==> src/rtl/rct_pkg.sv <==
// ----------------------------------------------------------------------------
// rct_pkg
// Types, codes and sizes of the radio collision tracker.
// ----------------------------------------------------------------------------
package rct_pkg;

   localparam int MAX_ACTIVE_DEFAULT = 16;
   localparam int ID_W               = 8;
   localparam int COORD_W            = 12;
   localparam int POS_W              = 2 * COORD_W;
   localparam int COUNT_OUT_W        = 5;

   localparam logic [1:0] REQ_REGISTER = 2'd0;
   localparam logic [1:0] REQ_QUERY    = 2'd1;
   localparam logic [1:0] REQ_STOP     = 2'd2;
   localparam logic [1:0] REQ_UNUSED   = 2'd3;

   localparam logic [1:0] STATUS_OK        = 2'd0;
   localparam logic [1:0] STATUS_FULL      = 2'd1;
   localparam logic [1:0] STATUS_NOT_FOUND = 2'd2;

   typedef struct packed {
      logic [1:0]         req_type;
      logic [ID_W-1:0]    tx_handle;
      logic [ID_W-1:0]    sender_id;
      logic [ID_W-1:0]    receiver_id;
      logic [COORD_W-1:0] sender_x;
      logic [COORD_W-1:0] sender_y;
      logic [COORD_W-1:0] receiver_x;
      logic [COORD_W-1:0] receiver_y;
      logic [COORD_W-1:0] sender_co_range;
   } req_item_type;

   typedef struct packed {
      logic [1:0]             status;
      logic                   feasible;
      logic                   new_collided;
      logic [COUNT_OUT_W-1:0] active_count;
   } rsp_item_type;

   typedef struct packed {
      logic [ID_W-1:0]    handle;
      logic [ID_W-1:0]    sender;
      logic [ID_W-1:0]    receiver;
      logic [POS_W-1:0]   sender_pos;
      logic [POS_W-1:0]   receiver_pos;
      logic [COORD_W-1:0] co_range;
   } entry_type;

   typedef enum logic [1:0] {
      ST_IDLE,
      ST_WALK,
      ST_DRAIN,
      ST_REPLY
   } state_type;

endpackage

==> src/rtl/rct_req_if.sv <==
// ----------------------------------------------------------------------------
// rct_req_if
// Request channel: valid, ready and one request item.
// ----------------------------------------------------------------------------
interface rct_req_if;
   logic                  valid;
   logic                  ready;
   rct_pkg::req_item_type data;

   modport source (output valid, output data, input ready);
   modport sink   (input valid, input data, output ready);
endinterface

==> src/rtl/rct_rsp_if.sv <==
// ----------------------------------------------------------------------------
// rct_rsp_if
// Response channel: valid, ready and one response item.
// ----------------------------------------------------------------------------
interface rct_rsp_if;
   logic                  valid;
   logic                  ready;
   rct_pkg::rsp_item_type data;

   modport source (output valid, output data, input ready);
   modport sink   (input valid, input data, output ready);
endinterface

==> src/rtl/radio_collision_tracker_core.sv <==
// ----------------------------------------------------------------------------
// radio_collision_tracker_core
// Table of transmissions on the air with collision marking, feasibility
// query and removal by handle. One table walk per request through a single
// read port and one shared squared-distance compare unit.
//
//   channel   dir  handshake     payload
//   req_chan  in   valid/ready   rct_pkg::req_item_type
//   rsp_chan  out  valid/ready   rct_pkg::rsp_item_type
//
// Register reads each entry once, pausing reads while one is in flight;
// each valid entry of another sender visits the distance unit twice. Query
// and stop make one table read per cycle. Register on a full table and the
// unused request code skip the walk and go straight to the reply state. One
// request at a time; the next is taken while the previous response waits in
// the output register; reset clears valid bits and count with no clearing pass.
// ----------------------------------------------------------------------------
module radio_collision_tracker_core #(
   parameter int MAX_ACTIVE = rct_pkg::MAX_ACTIVE_DEFAULT
) (
   input  logic      clock,
   input  logic      reset,
   rct_req_if.sink   req_chan,
   rct_rsp_if.source rsp_chan
);

   localparam int IDX_W     = $clog2(MAX_ACTIVE);
   localparam int CNT_W     = $clog2(MAX_ACTIVE + 1);
   localparam int CW        = rct_pkg::COORD_W;
   localparam int PW        = rct_pkg::POS_W;
   localparam int SQ_W      = 2 * CW;
   localparam int OUT_CNT_W = rct_pkg::COUNT_OUT_W;

   localparam logic [CNT_W-1:0] MAX_CNT   = CNT_W'(MAX_ACTIVE);
   localparam logic [CNT_W-1:0] ONE_CNT   = CNT_W'(1);
   localparam logic [IDX_W:0]   ISSUE_END = (IDX_W + 1)'(MAX_ACTIVE);
   localparam logic [IDX_W:0]   ISSUE_ONE = (IDX_W + 1)'(1);

   localparam logic CHECK_NEW_RX = 1'b0;
   localparam logic CHECK_OLD_RX = 1'b1;

   function automatic logic [CW-1:0] abs_diff(input logic [CW-1:0] a, input logic [CW-1:0] b);
      abs_diff = (a > b) ? (a - b) : (b - a);
   endfunction

   rct_pkg::state_type     state_ff, state_in;
   rct_pkg::req_item_type  req_ff;
   rct_pkg::entry_type     mem [MAX_ACTIVE];
   rct_pkg::entry_type     rd_entry_ff;
   rct_pkg::rsp_item_type  rsp_data_ff, rsp_data_in;

   logic [IDX_W:0]         issue_ff;
   logic [IDX_W-1:0]       rd_tag_ff;
   logic                   rd_vld_ff;
   logic                   b_pend_ff;
   logic [MAX_ACTIVE-1:0]  valid_ff;
   logic [MAX_ACTIVE-1:0]  collided_ff;
   logic [CNT_W-1:0]       count_ff, count_in;
   logic                   col_ff, match_ff, found_ff, full_ff, slot_found_ff;
   logic [IDX_W-1:0]       slot_ff;
   logic                   rsp_valid_ff;

   logic                   u1_vld_ff, u1_kind_ff;
   logic [IDX_W-1:0]       u1_tag_ff;
   logic [CW-1:0]          u1_dx_ff, u1_dy_ff, u1_r_ff;
   logic                   u2_vld_ff, u2_kind_ff;
   logic [IDX_W-1:0]       u2_tag_ff;
   logic [SQ_W:0]          u2_sum_ff;
   logic [SQ_W-1:0]        u2_rsq_ff;

   logic                   accept, issue, issue_done, is_reg, is_query, is_stop;
   logic                   commit, can_load, drained;
   logic                   entry_live, feed_a, feed_b, q_hit, s_hit, free_hit, hit;
   logic [PW-1:0]          op_pa, op_pb, new_spos, new_rpos;
   logic [CW-1:0]          op_r;
   logic [SQ_W-1:0]        dx_sq, dy_sq, r_sq;
   rct_pkg::entry_type     new_entry;

   assign is_reg   = (req_ff.req_type == rct_pkg::REQ_REGISTER);
   assign is_query = (req_ff.req_type == rct_pkg::REQ_QUERY);
   assign is_stop  = (req_ff.req_type == rct_pkg::REQ_STOP);
   assign new_spos = {req_ff.sender_x, req_ff.sender_y};
   assign new_rpos = {req_ff.receiver_x, req_ff.receiver_y};

   assign issue_done = (issue_ff == ISSUE_END);
   assign drained    = !rd_vld_ff && !b_pend_ff && !u1_vld_ff && !u2_vld_ff;
   assign can_load   = !rsp_valid_ff || rsp_chan.ready;

   assign entry_live = valid_ff[rd_tag_ff] && (rd_entry_ff.sender != req_ff.sender_id);
   assign feed_a     = rd_vld_ff && is_reg && entry_live;
   assign feed_b     = b_pend_ff;
   assign q_hit      = rd_vld_ff && is_query && valid_ff[rd_tag_ff]
                       && (rd_entry_ff.sender == req_ff.sender_id)
                       && (rd_entry_ff.receiver == req_ff.receiver_id)
                       && !collided_ff[rd_tag_ff];
   assign s_hit      = rd_vld_ff && is_stop && valid_ff[rd_tag_ff]
                       && (rd_entry_ff.handle == req_ff.tx_handle);
   assign free_hit   = rd_vld_ff && is_reg && !valid_ff[rd_tag_ff] && !slot_found_ff;
   assign hit        = u2_vld_ff && (u2_sum_ff < {1'b0, u2_rsq_ff});

   always_comb begin
      state_in = state_ff;
      accept   = 1'b0;
      issue    = 1'b0;
      commit   = 1'b0;
      case (state_ff)
         rct_pkg::ST_IDLE: begin
            accept = req_chan.valid;
            if (req_chan.valid) begin
               if ((req_chan.data.req_type == rct_pkg::REQ_UNUSED) ||
                   ((req_chan.data.req_type == rct_pkg::REQ_REGISTER) &&
                    (count_ff == MAX_CNT))) begin
                  state_in = rct_pkg::ST_REPLY;
               end else begin
                  state_in = rct_pkg::ST_WALK;
               end
            end
         end
         rct_pkg::ST_WALK: begin
            if (issue_done) begin
               state_in = rct_pkg::ST_DRAIN;
            end else begin
               issue = !is_reg || !rd_vld_ff;
            end
         end
         rct_pkg::ST_DRAIN: begin
            if (drained) begin
               state_in = rct_pkg::ST_REPLY;
            end
         end
         rct_pkg::ST_REPLY: begin
            if (can_load) begin
               commit   = is_reg && !full_ff;
               state_in = rct_pkg::ST_IDLE;
            end
         end
         default: begin
            state_in = rct_pkg::ST_IDLE;
         end
      endcase
   end

   assign req_chan.ready = (state_ff == rct_pkg::ST_IDLE);

   always_comb begin
      if (feed_b) begin
         op_pa = new_spos;
         op_pb = rd_entry_ff.receiver_pos;
         op_r  = req_ff.sender_co_range;
      end else begin
         op_pa = rd_entry_ff.sender_pos;
         op_pb = new_rpos;
         op_r  = rd_entry_ff.co_range;
      end
   end

   assign dx_sq = SQ_W'(u1_dx_ff) * SQ_W'(u1_dx_ff);
   assign dy_sq = SQ_W'(u1_dy_ff) * SQ_W'(u1_dy_ff);
   assign r_sq  = SQ_W'(u1_r_ff) * SQ_W'(u1_r_ff);

   always_comb begin
      count_in = count_ff;
      if (s_hit) begin
         count_in = count_ff - ONE_CNT;
      end else if (commit) begin
         count_in = count_ff + ONE_CNT;
      end
   end

   always_comb begin
      rsp_data_in.status = rct_pkg::STATUS_OK;
      if (full_ff) begin
         rsp_data_in.status = rct_pkg::STATUS_FULL;
      end else if (is_stop && !found_ff) begin
         rsp_data_in.status = rct_pkg::STATUS_NOT_FOUND;
      end
      rsp_data_in.feasible     = is_query && ((count_ff == ONE_CNT) || match_ff);
      rsp_data_in.new_collided = is_reg && !full_ff && col_ff;
      rsp_data_in.active_count = OUT_CNT_W'(count_in);
   end

   assign new_entry.handle       = req_ff.tx_handle;
   assign new_entry.sender       = req_ff.sender_id;
   assign new_entry.receiver     = req_ff.receiver_id;
   assign new_entry.sender_pos   = new_spos;
   assign new_entry.receiver_pos = new_rpos;
   assign new_entry.co_range     = req_ff.sender_co_range;

   always_ff @(posedge clock) begin
      if (commit) begin
         mem[slot_ff] <= new_entry;
      end
      if (issue) begin
         rd_entry_ff <= mem[issue_ff[IDX_W-1:0]];
      end
   end

   always_ff @(posedge clock) begin
      if (reset) begin
         state_ff     <= rct_pkg::ST_IDLE;
         rd_vld_ff    <= 1'b0;
         b_pend_ff    <= 1'b0;
         u1_vld_ff    <= 1'b0;
         u2_vld_ff    <= 1'b0;
         valid_ff     <= '0;
         count_ff     <= '0;
         rsp_valid_ff <= 1'b0;
      end else begin
         state_ff  <= state_in;
         rd_vld_ff <= issue;
         b_pend_ff <= feed_a;
         u1_vld_ff <= feed_a || feed_b;
         u2_vld_ff <= u1_vld_ff;
         count_ff  <= count_in;
         if (s_hit) begin
            valid_ff[rd_tag_ff] <= 1'b0;
         end
         if (commit) begin
            valid_ff[slot_ff] <= 1'b1;
         end
         if (can_load && (state_ff == rct_pkg::ST_REPLY)) begin
            rsp_valid_ff <= 1'b1;
         end else if (rsp_chan.ready) begin
            rsp_valid_ff <= 1'b0;
         end
      end
   end

   always_ff @(posedge clock) begin
      if (accept) begin
         req_ff        <= req_chan.data;
         issue_ff      <= '0;
         col_ff        <= 1'b0;
         match_ff      <= 1'b0;
         found_ff      <= 1'b0;
         slot_found_ff <= 1'b0;
         full_ff       <= (req_chan.data.req_type == rct_pkg::REQ_REGISTER)
                          && (count_ff == MAX_CNT);
      end else begin
         if (issue) begin
            issue_ff <= issue_ff + ISSUE_ONE;
         end
         if (hit && (u2_kind_ff == CHECK_NEW_RX)) begin
            col_ff <= 1'b1;
         end
         if (q_hit) begin
            match_ff <= 1'b1;
         end
         if (s_hit) begin
            found_ff <= 1'b1;
         end
         if (free_hit) begin
            slot_found_ff <= 1'b1;
            slot_ff       <= rd_tag_ff;
         end
      end
      if (issue) begin
         rd_tag_ff <= issue_ff[IDX_W-1:0];
      end
      if (hit && (u2_kind_ff == CHECK_OLD_RX)) begin
         collided_ff[u2_tag_ff] <= 1'b1;
      end
      if (commit) begin
         collided_ff[slot_ff] <= col_ff;
      end
      u1_kind_ff <= feed_b ? CHECK_OLD_RX : CHECK_NEW_RX;
      u1_tag_ff  <= rd_tag_ff;
      u1_dx_ff   <= abs_diff(op_pa[PW-1:CW], op_pb[PW-1:CW]);
      u1_dy_ff   <= abs_diff(op_pa[CW-1:0], op_pb[CW-1:0]);
      u1_r_ff    <= op_r;
      u2_kind_ff <= u1_kind_ff;
      u2_tag_ff  <= u1_tag_ff;
      u2_sum_ff  <= {1'b0, dx_sq} + {1'b0, dy_sq};
      u2_rsq_ff  <= r_sq;
      if (can_load && (state_ff == rct_pkg::ST_REPLY)) begin
         rsp_data_ff <= rsp_data_in;
      end
   end

   assign rsp_chan.valid = rsp_valid_ff;
   assign rsp_chan.data  = rsp_data_ff;

endmodule

==> src/flat_wrapper.sv <==
// flat-port wrapper written by rule: the top's interface ports become plain ports
module radio_collision_tracker_core_flat 
#(
   parameter int MAX_ACTIVE = rct_pkg::MAX_ACTIVE_DEFAULT
)
  (clock, reset, req_chan_valid, req_chan_data, req_chan_ready, rsp_chan_valid, rsp_chan_data, rsp_chan_ready);
  rct_req_if req_chan_i ();
  rct_rsp_if rsp_chan_i ();
  input  logic clock;
  input  logic reset;
  input wire logic [$bits(req_chan_i.valid)-1:0] req_chan_valid;
  input wire logic [$bits(req_chan_i.data)-1:0] req_chan_data;
  output wire logic [$bits(req_chan_i.ready)-1:0] req_chan_ready;
  output wire logic [$bits(rsp_chan_i.valid)-1:0] rsp_chan_valid;
  output wire logic [$bits(rsp_chan_i.data)-1:0] rsp_chan_data;
  input wire logic [$bits(rsp_chan_i.ready)-1:0] rsp_chan_ready;
  assign req_chan_i.valid = req_chan_valid;
  assign req_chan_i.data = req_chan_data;
  assign req_chan_ready = req_chan_i.ready;
  assign rsp_chan_valid = rsp_chan_i.valid;
  assign rsp_chan_data = rsp_chan_i.data;
  assign rsp_chan_i.ready = rsp_chan_ready;
  radio_collision_tracker_core #(.MAX_ACTIVE(MAX_ACTIVE)) u_core (.clock(clock), .reset(reset), .req_chan(req_chan_i), .rsp_chan(rsp_chan_i));
endmodule
==> config.mk <==
export PLATFORM = sky130hd
export DESIGN_NAME = radio_collision_tracker_core_flat
export DESIGN_NICKNAME = d
export VERILOG_FILES = /design/src/rtl/rct_pkg.sv /design/src/rtl/rct_req_if.sv /design/src/rtl/rct_rsp_if.sv /design/src/rtl/radio_collision_tracker_core.sv /design/src/flat_wrapper.sv
export SDC_FILE = /design/constraint.sdc
export NUM_CORES = 2
export LEC_CHECK = 0
export BUFFER_PORTS_ARGS = -buffer_cell sky130_fd_sc_hd__clkbuf_2
export CELL_PAD_IN_SITES_DETAIL_PLACEMENT = 1
export CELL_PAD_IN_SITES_GLOBAL_PLACEMENT = 2
export CORE_MARGIN = 2
export CORE_UTILIZATION = 44
export DETAILED_ROUTE_END_ITERATION = 7
export PLACE_DENSITY = 0.74
export SLEW_MARGIN = 10
export SYNTH_ARGS = -nofsm -noshare
export SYNTH_HDL_FRONTEND = slang
export SYNTH_SLANG_ARGS = --single-unit
==> constraint.sdc <==
create_clock -name clock -period 9.85 [get_ports clock]
set_input_delay 2.4625 -clock clock [delete_from_list [all_inputs] [get_ports clock]]
set_output_delay 2.4625 -clock clock [all_outputs]
set_load 0.01 [all_outputs]
==> results.cfg <==
[sta]
fmax_mhz = 155.5
tightestPinTransition_ns = 1.120
slew_violations = 0
clock_skew_ns = 0.04395
tns_ns = 0
min_period_ns = 6.431
grt_setup_unrepaired = no
finalHoldViolCount = 0
finalCritPeriodShare = 0.6529
setup_viol = 0
slew_headroom = 0.2514

[cells_and_area]
finalNonFillerCells = 6891
drive_gt1_frac = 0.1889
syn_to_final_growth_pct = 11.51
num-nets-final = 5054

[setup_path]
crit_fanout = 12
crit_required_ns = 10.56
worstSetupPathType = flop to flop
cp_data_arrival_time_ns = 7.14
critPathLaunchType = flop
endpoint_kind = flop

[global_route]
grt_max_degree = 105
grt_pass1_wl_mm = 268.5
grt_pass1_vias = 41260
grt.overflow.total = 0
antenna_found_initial = 4
grt_usage = 0.2084

[job]
cap_violations = 0

[synthesis]
synth_edf_count = 1532
synth.area.top_cells = edfxtp_1, mux4_2, fa_1
async_flop_share = 0
yosys-top-cells-count = edfxtp_1, inv_1, mux4_2, fa_1, ha_1
synthesis.nets = 4896
synth_cell_types = 70
synth_cells = 4278
ys_warn_count = 0
syn_area_mm2 = 0.07602
syn_area_per_cell_um2 = 17.77
synth.most_common_cell = edfxtp_1
synth_seq_area_share = 0.6439
synth_top_area_share = 0.6052
synth_seq_cells = 1679
synth_top_flop_cell = edfxtp_1
synth_top_area_cell = edfxtp_1

[floorplan]
rows = 152
start_util = 0.4431
core_mm2 = 0.1715
die_h_um = 419.7
die-area_mm2 = 0.1761
io_pins = 101
die_w_um = 419.7

[placement]
dp_cells = 6571
io_buffer_count = 100
routabilityCongestion = 0.8192
place_hpwl_mm = 103.4

[cts]
cts.sinks = 1679
clk_latency_ns = 0.83
htreeDepth = 4
tritoncts = yes
cts.path.max_buffers = 3
cts_buffers = 173
post-cts-setup-buffers = 0
clk_pin_slew_ns = 0.06
cts_resized = 0
cts-root-buf = clkbuf_16
cts-hold-fix-buffers = 0

[route]
via_count = 37790
vias_per_cell = 5.484
routedWlPerCell_um = 25.94
routed_wl_mm = 178.8
drcViolationCount = 0
drtIter0Drc = 2733
ant_nets = 0
dr.pass1.iters = 5

[outcome]
status = finished clean

[worst_hold_path]
holdCritPathClass = flop to flop
[worst max-delay path: stages, from the launching register on]
cell and delay (ns):
dfxtp_1 0.63, and2_1 0.24, inv_1 0.07, fa_1 0.49, inv_1 0.06, fa_1 0.53
inv_1 0.06, fa_1 0.53, inv_1 0.05, fa_1 0.49, fa_1 0.51, fa_1 0.49
inv_1 0.05, fa_1 0.47, inv_1 0.04, ha_1 0.35, nand2_1 0.10, nand2_1 0.09
o31ai_1 0.46, o2bb2ai_1 0.30, o31ai_1 0.16, xor2_1 0.15
[layer usage]
| metal | wire length, um | share of wire | global-route usage |
|---|---|---|---|
| met4 | 4411 | 0.025 | 0.05871 |
| met2 | 91240 | 0.51 | 0.3555 |
| met5 | 0 | 0 | 0 |
| met1 | 75030 | 0.42 | 0.2791 |
| met3 | 8096 | 0.045 | 0.03023 |
[final timing paths]
| path | from | to | slack, ns | depth (start not counted) |
|---|---|---|---|---|
| min reg2reg | u_core.u1_tag_ff[3] | u_core.u2_tag_ff[3] | 0.33 | 0 |
| min | u_core.u1_tag_ff[3] | u_core.u2_tag_ff[3] | 0.33 | 0 |
| max reg2reg | u_core.u1_dx_ff[4] | u_core.u2_sum_ff[23] | 3.42 | 21 |
| max | u_core.u1_dx_ff[4] | u_core.u2_sum_ff[23] | 3.42 | 21 |
[final cells by class]
class	count	area (um^2)
Fill cell	15990	86780
Sequential cell	1679	48970
Multi-Input combinational cell	1940	24670
Clock buffer	221	4582
Tap cell	2310	2890
Inverter	496	1892
Timing Repair Buffer	146	920.9
Clock inverter	98	843.3
Antenna cell	1	2.502
[per-stage QoR]
step	cell area [um^2]	utilization	hold WS (ns)	setup slack [ns]
after floorplan	76020	-	0.3096	0.04624
after global placement	79340	0.4625	0.3118	3.551
after detailed placement	79340	0.4625	0.3135	3.383
after CTS	84770	0.4941	0.3273	3.366
after global routing	84770	0.4942	0.3310	3.063
final	84770	0.4942	0.3282	3.419
[cell usage in the layout, fill, tap and decap left out, types with 19 or more instances in the layout]
master and instances:
mux4_2 426, fa_1 282, nand2b_1 21, o31ai_1 19, clkbuf_1 43, dfxtp_1 142, and2_1 110, mux2i_1 81
ha_1 246, o21a_1 21, buf_4 40, nor2_1 87, xor2_1 44, xnor2_1 55, clkbuf_2 100, nand4_1 19
inv_1 490, clkinv_2 30, a21oi_1 90, clkbuf_16 175, nor2b_1 28, nand3_1 23, edfxtp_1 1532, a21o_1 29
o21ai_0 60, nand2_1 152, clkinv_1 36
[cells by family (layout without fill, tap and decap cells)]
| kind of cell | Yosys count | after routing | share of synthesized area |
|---|---|---|---|
| AOI/OAI and AO/OA | 276 | 276 | 0.02295 |
| xor gates and xnor gates | 100 | 100 | 0.01162 |
| adders and majority gates | 528 | 528 | 0.1148 |
| buffers and inverters | 659 | 961 | 0.03269 |
| DFF | 1679 | 1679 | 0.6439 |
| muxes | 527 | 527 | 0.1405 |
| other | 0 | 1 | 0 |
| and+or+nand+nor | 509 | 509 | 0.03361 |
[state kept, by name, indices dropped and copies added (netlist names), 4 cells and up]
register	flops
u_core.collided_ff	16
u_core.count_ff	5
u_core.issue_ff	5
u_core.mem	1344
u_core.new_entry	84
u_core.rd_entry_ff	84
u_core.rd_tag_ff	4
u_core.rsp_chan.data	9
u_core.slot_ff	4
u_core.u1_dx_ff	12
u_core.u1_dy_ff	12
u_core.u1_r_ff	12
u_core.u1_tag_ff	4
u_core.u2_rsq_ff	23
u_core.u2_sum_ff	25
u_core.u2_tag_ff	4
u_core.valid_ff	16
Power is left out: the tool's default activity adds up to more than one toggle a clock period on the data nets, which glitch-free logic cannot reach.
